$ cat src/design/itf_pkg.sv
// shared types and constants for the integer text formatter
// no dependencies
`timescale 1ns / 1ps

package itf_pkg;

  typedef struct packed {
    logic [7:0] ch;
    logic       last;
  } itf_char_t;

  localparam logic       ACT_LITERAL = 1'b0;
  localparam logic       ACT_NUMBER  = 1'b1;

  localparam logic [1:0] RADIX_BIN = 2'd0;
  localparam logic [1:0] RADIX_OCT = 2'd1;
  localparam logic [1:0] RADIX_DEC = 2'd2;
  localparam logic [1:0] RADIX_HEX = 2'd3;

  localparam logic [7:0] CHAR_CR    = 8'h0D;
  localparam logic [7:0] CHAR_LF    = 8'h0A;
  localparam logic [7:0] CHAR_SPACE = 8'h20;
  localparam logic [7:0] CHAR_MINUS = 8'h2D;
  localparam logic [7:0] CHAR_ZERO  = 8'h30;
  localparam logic [7:0] CHAR_NINE  = 8'h39;

  localparam logic [7:0] HEX_LOWER_OFS = 8'h27;
  localparam logic [7:0] HEX_UPPER_OFS = 8'h07;

  localparam logic [31:0] RECIP10 = 32'hCCCCCCCD;
  localparam int          RECIP10_SHIFT = 35;

  localparam int QUEUE_DEPTH = 4;
  localparam int QUEUE_AW    = 2;

  function automatic logic [7:0] digit_char(input logic [3:0] d, input logic upper);
    logic [7:0] c;
    c = CHAR_ZERO + {4'd0, d};
    if (d > 4'd9) begin
      c = c + (upper ? HEX_UPPER_OFS : HEX_LOWER_OFS);
    end
    return c;
  endfunction

endpackage

$ cat src/design/itf_back.sv
// output stage: drains the queue one character a cycle into the result registers
// depends on itf_pkg
`timescale 1ns / 1ps

module itf_back import itf_pkg::*; (
  input  logic      clk,
  input  logic      rst_n,
  input  logic      queue_empty,
  input  itf_char_t head,
  output logic      pop,
  output logic      out_valid,
  output logic [7:0] out_char,
  output logic      out_last
);

  logic       valid_r, valid_nxt;
  logic       last_r, last_nxt;
  logic [7:0] char_r;

  assign pop       = !queue_empty;
  assign valid_nxt = !queue_empty;
  assign last_nxt  = !queue_empty && head.last;

  always_ff @(posedge clk) begin
    if (!rst_n) begin
      valid_r <= 1'b0;
      last_r  <= 1'b0;
    end else begin
      valid_r <= valid_nxt;
      last_r  <= last_nxt;
    end
  end

  always_ff @(posedge clk) begin
    char_r <= head.ch;
  end

  assign out_valid = valid_r;
  assign out_char  = char_r;
  assign out_last  = last_r;

endmodule

$ cat config.mk
export PLATFORM = sky130hd
export DESIGN_NAME = itf_back
export DESIGN_NICKNAME = d
export VERILOG_FILES = /design/src/design/itf_pkg.sv /design/src/design/itf_back.sv
export SDC_FILE = /design/constraint.sdc
export NUM_CORES = 1
export LEC_CHECK = 0
export ABC_AREA = 0
export BUFFER_PORTS_ARGS = -buffer_cell sky130_fd_sc_hd__buf_2
export CAP_MARGIN = 20
export CORE_AREA = 3 3 40 42
export DETAILED_ROUTE_END_ITERATION = 10
export DIE_AREA = 0 0 43 45
export PLACE_DENSITY = 0.42
export SKIP_CTS_REPAIR_TIMING = 1
export SLEW_MARGIN = 10
export SYNTH_ARGS = -nofsm -noshare
export SYNTH_HDL_FRONTEND = slang
export SYNTH_SLANG_ARGS = --single-unit
$ cat constraint.sdc
create_clock -name clk -period 0.8 [get_ports clk]
set_input_delay 0.16 -clock clk [delete_from_list [all_inputs] [get_ports clk]]
set_output_delay 0.16 -clock clk [all_outputs]
set_load 0.01 [all_outputs]
* Word level (Yosys, flattened, before mapping)
Index checks and enable logic that the tools add are counted.
Operators by class: $lt $le $gt $ge 0, add/subtract/negate cells 0, eq/ne operators 0, reductions and logical operators 2, multiplexer cells 0, divide/modulo/power cells 0, multiply operators 0, shift operators 0, bitwise logic cells 0
Operators with widths (number):
- logical AND 1 bit | 1
- logical NOT 1 bit | 1
Word-level totals: register bits 10, latch bits 0, memories kept 0, ROM bits 0, memory bits (writable) 0, input bits 12

* Logic depth before layout (Yosys ltp)
word-level depth 2, depth in mapped cells 1

* Worst setup path after synthesis
Ideal clock, no wire load.
path type reg-to-output, from register char_r[0], in the netlist out_char[0], to output out_char[0], arrival time 0.331 ns, path slack 0.309 ns, path buffers 0, stages on the path, launching flop included 1, data required time 0.640 ns, cell sequence dfxtp_1
RTL lines:
- start, declared | line itf_back.sv:18 | logic [7:0] char_r;
- start signal, assigned | line itf_back.sv:35 | char_r <= head.ch;
- end, declared | line itf_back.sv:12 | output logic [7:0] out_char,
No word-level cell between the ends.

* Worst setup path in the final report
from register char_r[6], in the netlist out_char[6], to output out_char[6]
No word-level cell between the ends.

==> flow_summary.json <==
{
  "clock.fmax_ghz": 1.175,
  "wl_met2_um": 247,
  "p_sw_frac": 0.1941,
  "wirelength_met1_um": 194,
  "num_rows": 13,
  "ctsRootBufferMaster": "clkbuf_4",
  "path_buf_inv": 1,
  "die_h_um": 45,
  "dp_hpwl_um": 410.9,
  "drc": 0,
  "area_growth_pct": 110.9,
  "clock_path_buffers": 2,
  "combPwrFrac": 0.095,
  "via_count": 212,
  "finalSetupViolCount": 10,
  "min_to": "out_char[3]",
  "crit_required_ns": 0.64,
  "min_path_cells": 1,
  "placedInstanceArea_um2": 347.8,
  "worst_pin_slew_ns": 0.06962,
  "clk_pin_slew_ns": 0.06,
  "ys_warn_count": 0,
  "grt_pass1_wl_um": 690,
  "violations": "hold timing, setup timing",
  "p_seq_frac": 0.494,
  "num-nets-final": 59,
  "maxCapViolations": 0,
  "power.leakage_nw": 0.2396,
  "syn_nets": 25,
  "rsz0062_at_grt": "yes",
  "pre_cts_ws_ns": 0.2131,
  "wl_met3_um": 95,
  "start_kind": "flip-flop",
  "antenna_found_initial": 0,
  "design_area_um2": 461.7,
  "clkPwrFrac": 0.411,
  "yosysSeqAreaShare": 0.9143,
  "num_antenna_cells": 0,
  "drt_iter0_drc": 2,
  "dr.pass1.iters": 2,
  "dieArea_um2": 1935,
  "dieWidth_um": 43,
  "synthDistinctLibCells": 4,
  "worstHoldStart": "head[4]",
  "start_util": 0.1704,
  "path_class": "flip-flop to primary output",
  "clock_sinks": 10,
  "cts_max_level": 1,
  "synth_area_per_cell_um2": 16.84,
  "hold_viol": 1,
  "syn_inst": 13,
  "post_route_cells_drive_above_1_share": 0.5870,
  "gp_congestion": 0.6864,
  "port_buffers": 22,
  "place_inst": 50,
  "drv_slew": 0,
  "cpPeakStageDelay_ns": 0.32,
  "grt_max_degree": 7,
  "hold_path_class": "input port to flip-flop",
  "fin_cells": 61,
  "slew_headroom": 0.9535,
  "status": "finished with violations",
  "ys_seq_elements": 10,
  "wirelength_um": 537,
  "p_per_area_nw_per_um2": 2327,
  "path_max_fanout": 1,
  "ios": 23,
  "wire_per_inst_um": 8.803,
  "antenna_left": 0,
  "crit_chain": "buf_6",
  "cp.arrival_ns": 0.69,
  "endpoint_kind": "primary output",
  "min_period_over_period": 1.064,
  "highest_layer": "met3",
  "fin_crit_ns": 0.8512,
  "p_int_uw": 865.7,
  "tritoncts.num_buffers": 3,
  "layout_commonest_cell": "buf_2",
  "critPathTopFamily": "flip-flops",
  "grt_overflow_total": 0,
  "crit_start": "out_char[6]",
  "core-area_um2": 1285,
  "grt_pass1_vias": 170,
  "synth_area_um2": 219.0,
  "track_usage": 0.05351,
  "slowest_stage": "dfxtp_2",
  "hold_slack_ns": -0.004235,
  "finalPower_mw": 1.074,
  "final_cell_mix": "buf_2, dfxtp_1, dlygate4sd3_1",
  "ir_drop_uv": 1336,
  "switchingPower_uw": 208.5,
  "tritoncts": "yes",
  "worst_slack_ns": -0.05116,
  "viasPerCell": 3.475
}
==> flip-flops by register name, indices dropped and copies added, names as in the netlist <==
register,count
out_valid,1
out_char,8
out_last,1
==> kinds of logic after synthesis <==
logic type / synth area share
buffers and inverters: 0.01713
AND/OR/NAND/NOR: 0.06860
flip-flops: 0.9143
==> power groups by stage <==
stage / Combinational (mW) / Clock [mW] / Sequential [mW]
floorplan: 0.00587 / 0 / 0.556
global placement: 0.0733 / 0 / 0.540
detailed placement: 0.0738 / 0 / 0.541
CTS: 0.0740 / 0.458 / 0.530
global route: 0.111 / 0.478 / 0.532
finish: 0.102 / 0.442 / 0.530
==> cells in the mapped netlist, drive strengths merged <==
cell   count  area, µm²
nor2b      1      6.260
and3b      1      8.760
inv        1      3.750
dfxtp     10      200.2
==> worst max-delay path by stage <==
stage / end / cells after the start
floorplan: out_char[0] / 0
global placement: pop / 3
detailed placement: out_char[6] / 1
CTS: out_char[6] / 1
global route: out_last / 1
finish: out_char[6] / 1
==> per-layer routing <==
layer / vias to the layer above / global-route usage
met4: 0 / 0
met2: 20 / 0.08683
met5: - / 0
li1: 104 / -
met1: 88 / 0.04390
met3: 0 / 0.06773
==> per-stage QoR <==
step                setup TNS (ns)    util  hold WS (ns)
floorplan                        0       -        0.1877
global placement                 0  0.2707        0.2627
detailed placement               0  0.2707        0.2641
CTS                        -0.5679  0.2989      -0.01270
global route               -0.7220  0.3593     -0.001360
finish                     -0.4250  0.3593     -0.004235
==> final cells by class <==
type | instances | area, µm²
clock buffers | 4 | 36.28
fillers | 131 | 823.3
inverters | 1 | 3.754
multi-input cells | 2 | 15.01
flip-flops and latches | 10 | 201.4
well taps | 15 | 18.77
repair buffers | 29 | 186.4
No activity file was read; power rests on OpenSTA's default activity.
