$ cat src/design/itf_pkg.sv
// shared types and constants for the integer text formatter
// no dependencies
`timescale 1ns / 1ps

package itf_pkg;

  typedef struct packed {
    logic [7:0] ch;
    logic       last;
  } itf_char_t;

  localparam logic       ACT_LITERAL = 1'b0;
  localparam logic       ACT_NUMBER  = 1'b1;

  localparam logic [1:0] RADIX_BIN = 2'd0;
  localparam logic [1:0] RADIX_OCT = 2'd1;
  localparam logic [1:0] RADIX_DEC = 2'd2;
  localparam logic [1:0] RADIX_HEX = 2'd3;

  localparam logic [7:0] CHAR_CR    = 8'h0D;
  localparam logic [7:0] CHAR_LF    = 8'h0A;
  localparam logic [7:0] CHAR_SPACE = 8'h20;
  localparam logic [7:0] CHAR_MINUS = 8'h2D;
  localparam logic [7:0] CHAR_ZERO  = 8'h30;
  localparam logic [7:0] CHAR_NINE  = 8'h39;

  localparam logic [7:0] HEX_LOWER_OFS = 8'h27;
  localparam logic [7:0] HEX_UPPER_OFS = 8'h07;

  localparam logic [31:0] RECIP10 = 32'hCCCCCCCD;
  localparam int          RECIP10_SHIFT = 35;

  localparam int QUEUE_DEPTH = 4;
  localparam int QUEUE_AW    = 2;

  function automatic logic [7:0] digit_char(input logic [3:0] d, input logic upper);
    logic [7:0] c;
    c = CHAR_ZERO + {4'd0, d};
    if (d > 4'd9) begin
      c = c + (upper ? HEX_UPPER_OFS : HEX_LOWER_OFS);
    end
    return c;
  endfunction

endpackage

$ cat src/design/itf_queue.sv
// short character queue between front end and output stage
// depends on itf_pkg
`timescale 1ns / 1ps

module itf_queue import itf_pkg::*; (
  input  logic      clk,
  input  logic      rst_n,
  input  logic      push,
  input  itf_char_t push_data,
  output logic      full,
  input  logic      pop,
  output logic      empty,
  output itf_char_t head
);

  itf_char_t           mem_r [QUEUE_DEPTH];
  logic [QUEUE_AW-1:0] wr_ptr_r, wr_ptr_nxt;
  logic [QUEUE_AW-1:0] rd_ptr_r, rd_ptr_nxt;
  logic [QUEUE_AW:0]   count_r, count_nxt;
  logic                do_push, do_pop;

  assign full    = (count_r == (QUEUE_AW + 1)'(QUEUE_DEPTH));
  assign empty   = (count_r == '0);
  assign do_push = push && !full;
  assign do_pop  = pop && !empty;
  assign head    = mem_r[rd_ptr_r];

  always_comb begin
    wr_ptr_nxt = do_push ? wr_ptr_r + QUEUE_AW'(1) : wr_ptr_r;
    rd_ptr_nxt = do_pop ? rd_ptr_r + QUEUE_AW'(1) : rd_ptr_r;
    count_nxt  = count_r;
    if (do_push && !do_pop) begin
      count_nxt = count_r + (QUEUE_AW + 1)'(1);
    end else if (do_pop && !do_push) begin
      count_nxt = count_r - (QUEUE_AW + 1)'(1);
    end
  end

  always_ff @(posedge clk) begin
    if (!rst_n) begin
      wr_ptr_r <= '0;
      rd_ptr_r <= '0;
      count_r  <= '0;
    end else begin
      wr_ptr_r <= wr_ptr_nxt;
      rd_ptr_r <= rd_ptr_nxt;
      count_r  <= count_nxt;
    end
  end

  always_ff @(posedge clk) begin
    if (do_push) begin
      mem_r[wr_ptr_r] <= push_data;
    end
  end

endmodule

$ cat config.mk
export PLATFORM = sky130hd
export DESIGN_NAME = itf_queue
export DESIGN_NICKNAME = d
export VERILOG_FILES = /design/src/design/itf_pkg.sv /design/src/design/itf_queue.sv
export SDC_FILE = /design/constraint.sdc
export NUM_CORES = 1
export LEC_CHECK = 0
export ABC_AREA = 1
export BUFFER_PORTS_ARGS = -buffer_cell sky130_fd_sc_hd__buf_4
export CAP_MARGIN = 20
export CORE_MARGIN = 3
export CORE_UTILIZATION = 55
export CTS_BUF_LIST = sky130_fd_sc_hd__clkbuf_8
export CTS_CLUSTER_DIAMETER = 40
export DETAILED_ROUTE_END_ITERATION = 7
export GPL_TIMING_DRIVEN = 0
export PLACE_DENSITY = 0.76
export SETUP_SLACK_MARGIN = 0.3
export SLEW_MARGIN = 20
export SYNTH_ARGS = -nofsm -noshare
export SYNTH_HDL_FRONTEND = slang
export SYNTH_SLANG_ARGS = --single-unit
$ cat constraint.sdc
create_clock -name clk -period 2.7 [get_ports clk]
set_clock_uncertainty 0.15 [all_clocks]
set_input_delay 0.405 -clock clk [delete_from_list [all_inputs] [get_ports clk]]
set_output_delay 0.405 -clock clk [all_outputs]
set_load 0.02 [all_outputs]
== Yosys cells after proc, flatten, opt, wreduce, memory -nomap -nowiden ==
Memory sizes are Yosys's and may differ from the RTL's. A register that Yosys moved wholly into a read port is not among the register bits.
Cells that the tools add are included.

* Register bits after elaboration: 7
* RAM bits: 36
* Memories kept: 1
* Latch bits: 0
* Input bits: 13
* Logic and storage cells: 25
* Output and inout bits: 11
* ROM bits: 0

* Div/mod/pow operators: 0
* $lt $le $gt $ge: 0
* Bitwise logic cells: 0
* Reduce and logical (&&, ||, !) cells: 10
* $add $sub $neg: 4
* Multiplexer cells: 6
* Shift operators: 0
* $mul: 0
* Eq/ne operators: 1

{| class="wikitable"
|+ Memories
! memory !! depth !! bits a word !! rd ports !! clocked after memory_dff !! write ports !! line !! source
|-
| mem_r || 4 || 9 || 1 || 1 || 1 || itf_queue.sv:16 || <nowiki>itf_char_t mem_r [QUEUE_DEPTH];</nowiki>
|}

{| class="wikitable"
|+ Operators with widths
! cell !! count
|-
| 3-bit 2-to-1 mux || 2
|-
| 2-bit by 1-bit adder with 2-bit output, second input constant || 2
|-
| 1-bit logical AND || 4
|-
| 1-bit zero test || 4
|-
| 2-bit 2-to-1 mux || 2
|-
| 3-bit by 1-bit adder with 3-bit output, second input constant || 1
|-
| 3-bit == test, second input constant || 1
|-
| 3-bit zero test || 1
|-
| 3-bit by 1-bit subtractor with 3-bit output, second input constant || 1
|-
| 1-bit 2-to-1 mux || 2
|-
| 2-bit nonzero test || 1
|}

== Longest topological paths before layout ==
* Depth after elaboration: 7
* Depth in mapped cells: 13
* Mapped depth without buffers: 13

== Worst setup path before layout ==
Ideal clock, no wire load.

* Kind: flip-flop to flip-flop
* Start: reg count_r[0]
* End: reg count_r[2]
* Setup slack: 900 ps
* Stages on the path, launching flop included: 14
* Period minus slack after synthesis: 1800 ps
* Path buffers: 0
* Required time: 2437 ps
* Library setup time: 113 ps
* Arrival time: 1537 ps
* Cells stage by stage: dfxtp_1 nor2_4 nand2_2 nand2_4 inv_2 ha_1 inv_1 fa_1 inv_1 nand2_1 nand3_1 nand2_1 nand2_1 nor2_1

* Cells in the longest elaborated chain, start to end: 6
* Elaborated cells on any way between the ends: 15
* Those cells by class: add/sub: 2; eq/ne: 1; mux: 2; reduce/logical: 10

{| class="wikitable"
|+ Ends and longest elaborated chain
! item !! line !! source
|-
| start, declared || itf_queue.sv:19 || <nowiki>logic [QUEUE_AW:0] count_r, count_nxt;</nowiki>
|-
| start signal, assigned || itf_queue.sv:47 || <nowiki>count_r <= count_nxt;</nowiki>
|-
| 3-bit == test * || itf_queue.sv:22 || <nowiki>assign full = (count_r == (QUEUE_AW + 1)'(QUEUE_DEPTH));</nowiki>
|-
| 1-bit zero test * || itf_queue.sv:24 || <nowiki>assign do_push = push && !full;</nowiki>
|-
| 1-bit logical AND * || itf_queue.sv:24 ||
|-
| named net do_push || itf_queue.sv:20 || <nowiki>logic do_push, do_pop;</nowiki>
|-
| 1-bit zero test || itf_queue.sv:34 || <nowiki>end else if (do_pop && !do_push) begin</nowiki>
|-
| 1-bit logical AND || itf_queue.sv:34 ||
|-
| 2-bit nonzero test (no line) || n/a ||
|}

The timed path passes the listed nets; every way through them passes the cells marked *. The select of a mux whose other input is x is not followed.
A chain may end at the register's enable or synchronous reset.

==> summary.txt <==
Run status
  – Status: completed

GRT
  – Number of antenna violations at the first check in global routing: 0
  – GRT overflow: 0
  – M2 GR Usage: between 20% and 30%
  – Largest net degree at the start of global routing: 16
  – All-layer global routing usage: 18.0%
  – Global routing usage on met1: 21.9%
  – Met3 Resource Use GR: 5.98%
  – First-pass GRT wire length: 5.53 mm
  – Vias in the first global route: approximately 1200
  – Gr busiest metal: met2

Final layout
  – Fin util: a little over two thirds
  – Fin cells: roughly 230
  – Nets: 205
  – Layout cell share with drive strength beyond 1: 23.0%
  – # diodes: 0
  – Area Growth Syn to Fin: 18.4%

Drt
  – Initial DRC count: 42
  – DRT antenna net count: 0
  – Via Count: around 1200
  – DRT Pass-1 Iters: 4
  – Wire per inst: 14.2 um
  – DRC viols: 0
  – Routed WL: 3.29 mm
  – Vias per Instance: 5.22

Setup path
  – WS Path Type: flip-flop to primary output
  – Crit path max fanout: 10
  – Reg2Reg Setup Slack: roughly 0.73 ns
  – Worst Setup End Kind: primary output
  – CP startpoint kind: flip-flop
  – Worst EP required: between 2 and 2.5 ns
  – Critical path arrival: 1.50 ns

Power and ir drop
  – VDD IR-drop max: 0.655 mV
  – Static Leakage: 0.858 nW
  – PwrDens: 962 mW/mm^2

Clock tree
  – Clk sinks: 45
  – Clk buf depth: 2
  – Clk Latency, worst-skew pair: between 0.2 and 0.3 ns
  – Root Driver: clkbuf_8
  – CTS tree: built
  – Total CTS buffers: 5
  – Hold buffers post-CTS: 0
  – Cts repair resizes: 0
  – Clk slew on worst S/H paths: 0.09 ns
  – Setup bufs post-CTS: 0
  – CTS H-tree lvls: 2

Timing
  – Max Slew Vio Count: 0
  – PnR worst setup slack: 0.641 ns
  – F_max: 0.486 GHz
  – Tcrit/Tclk final: 76.3%
  – Max_slew headroom: 40.6%
  – Total negative setup slack: 0 ns
  – Worst Max-Slew Pin Slew: 0.888 ns
  – Final Setup Violations: 0
  – Final Critical Period: 2.06 ns
  – RSZ-0062 raised after global routing: false
  – Final Hold Vio Count: 0

Place
  – Place WS: 0.759 ns
  – Gp weighted congestion: roughly 0.78
  – Dpl cells: 223
  – Port bufs: 23
  – Post-DP HPWL: 2.28 mm

Logic synthesis
  – Synthesized instance count: 156
  – Seq/Total Area, Yosys: 67.8%
  – Synthesized Nets: 175
  – Avg Inst Size Synth: roughly 12 sq um
  – Mapped cell area: between 0.0015 and 0.002 sq mm
  – Yosys warns: 0
  – Number of synthesized register bits: 45
  – Yosys cell types: 21

Die
  – Die area: 0.00412 sq mm
  – Core Box Area: 0.00313 sq mm
  – # rows: 20
  – Die Width: approximately 64 um
  – Die height: 64.2 um
  – Top-Level Pins: 24
  – Initial Util: 59.5%

Flow run
  – Max-cap violations: 0

Hold path
  – Worst hold path type: input port to flip-flop
worst max-delay path, stage by stage, from the launching register on:
cell	delay, ns
dfxtp_1	0.42
inv_1	0.28
o21ai_0	0.14
o22ai_1	0.19
buf_4	0.18
path summary, 6_finish.rpt:
kind | startpoint | endpoint | cells past startpoint
worst max-delay path | flip-flop | head[6] | 4
worst max register to register | count_r[0] | count_r[1] | 9
worst min-delay path | push_data[7] | mem_r[1][7] | 1
worst min register to register | rd_ptr_r[0] | rd_ptr_r[0] | 2
area by class of cell:
| type | count | area [sq um] |
|---|---|---|
| Fill cell | 233 | 925 |
| Clock buffer | 5 | 68.8 |
| Timing Repair Buffer | 23 | 173 |
| Sequential cell | 45 | 1260 |
| Inverter | 18 | 75.1 |
| Buffer | 3 | 33.8 |
| Multi-Input combinational cell | 90 | 490 |
| Clock inverter | 3 | 46.3 |
| Tap cell | 44 | 55.1 |
per-stage QoR:
| step | hold slack, ns | total power, mW | area [sq um] |
|---|---|---|---|
| finish | 0.152 | 2.12 | 2200 |
| global placement | 0.328 | 1.61 | 2090 |
| floorplan | 0.314 | 1.39 | 1860 |
| CTS | 0.152 | 2.13 | 2200 |
| detailed placement | 0.341 | 1.64 | 2090 |
| global route | 0.145 | 2.25 | 2200 |
registers in the layout (all words and copies together), names as in the netlist, named ones only:
signal	count
wr_ptr_r	2
count_r	3
rd_ptr_r	2
mem_r	36
metal layers:
| layer | vias to the layer above | wire length (um) |
|---|---|---|
| met1 | 571 | 1330 |
| met4 | 0 | 43 |
| met5 | - | 0 |
| li1 | 595 | - |
| met2 | 34 | 1690 |
| met3 | 6 | 228 |
Yosys cell counts:
master,number,area (sq um)
edfxtp_1,36,1080
nor2_1,31,116
o21ai_0,17,85.1
inv_1,16,60.1
nand2_1,10,37.5
dfxtp_1,9,180
o22ai_1,9,56.3
ha_1,5,62.6
nand2_2,4,25.0
nand3_1,4,20.0
a21oi_1,3,15.0
buf_6,3,33.8
fa_1,1,20.0
inv_2,1,3.75
inv_8,1,11.3
nand2_4,1,11.3
nand3b_1,1,7.51
nor2_4,1,11.3
o21ai_1,1,5.00
o21ai_2,1,8.76
xor2_1,1,8.76
logic make-up (layout without fill, tap and decap cells):
logic type	Yosys count	in the layout	share of synthesized area [%]
adders and majority gates	6	6	4.44
DFF	45	45	67.8
xor gates and xnor gates	1	1	0.471
AOI/OAI and AO/OA	31	31	9.15
buffers and inverters	21	52	5.85
and+or+nand+nor	52	52	12.3
where the power goes:
part / internal (mW) / leakage [nW] / switching, mW
clock: 0.277 / 0.0543 / 0.221
sequential: 0.850 / 0.404 / 0.0574
combinational: 0.278 / 0.400 / 0.436
total: 1.41 / 0.858 / 0.715
layout by cell type (no fill, tap or decap), types with 3 or more instances in the layout:
cell / n
ha_1: 5
nor2_1: 31
nand2_1: 10
nand3_1: 4
nand2_2: 4
buf_6: 3
inv_1: 16
buf_4: 23
dfxtp_1: 9
edfxtp_1: 36
a21oi_1: 3
clkbuf_8: 5
o22ai_1: 9
o21ai_0: 17
Note: power is estimated with default switching activity, not from simulation.
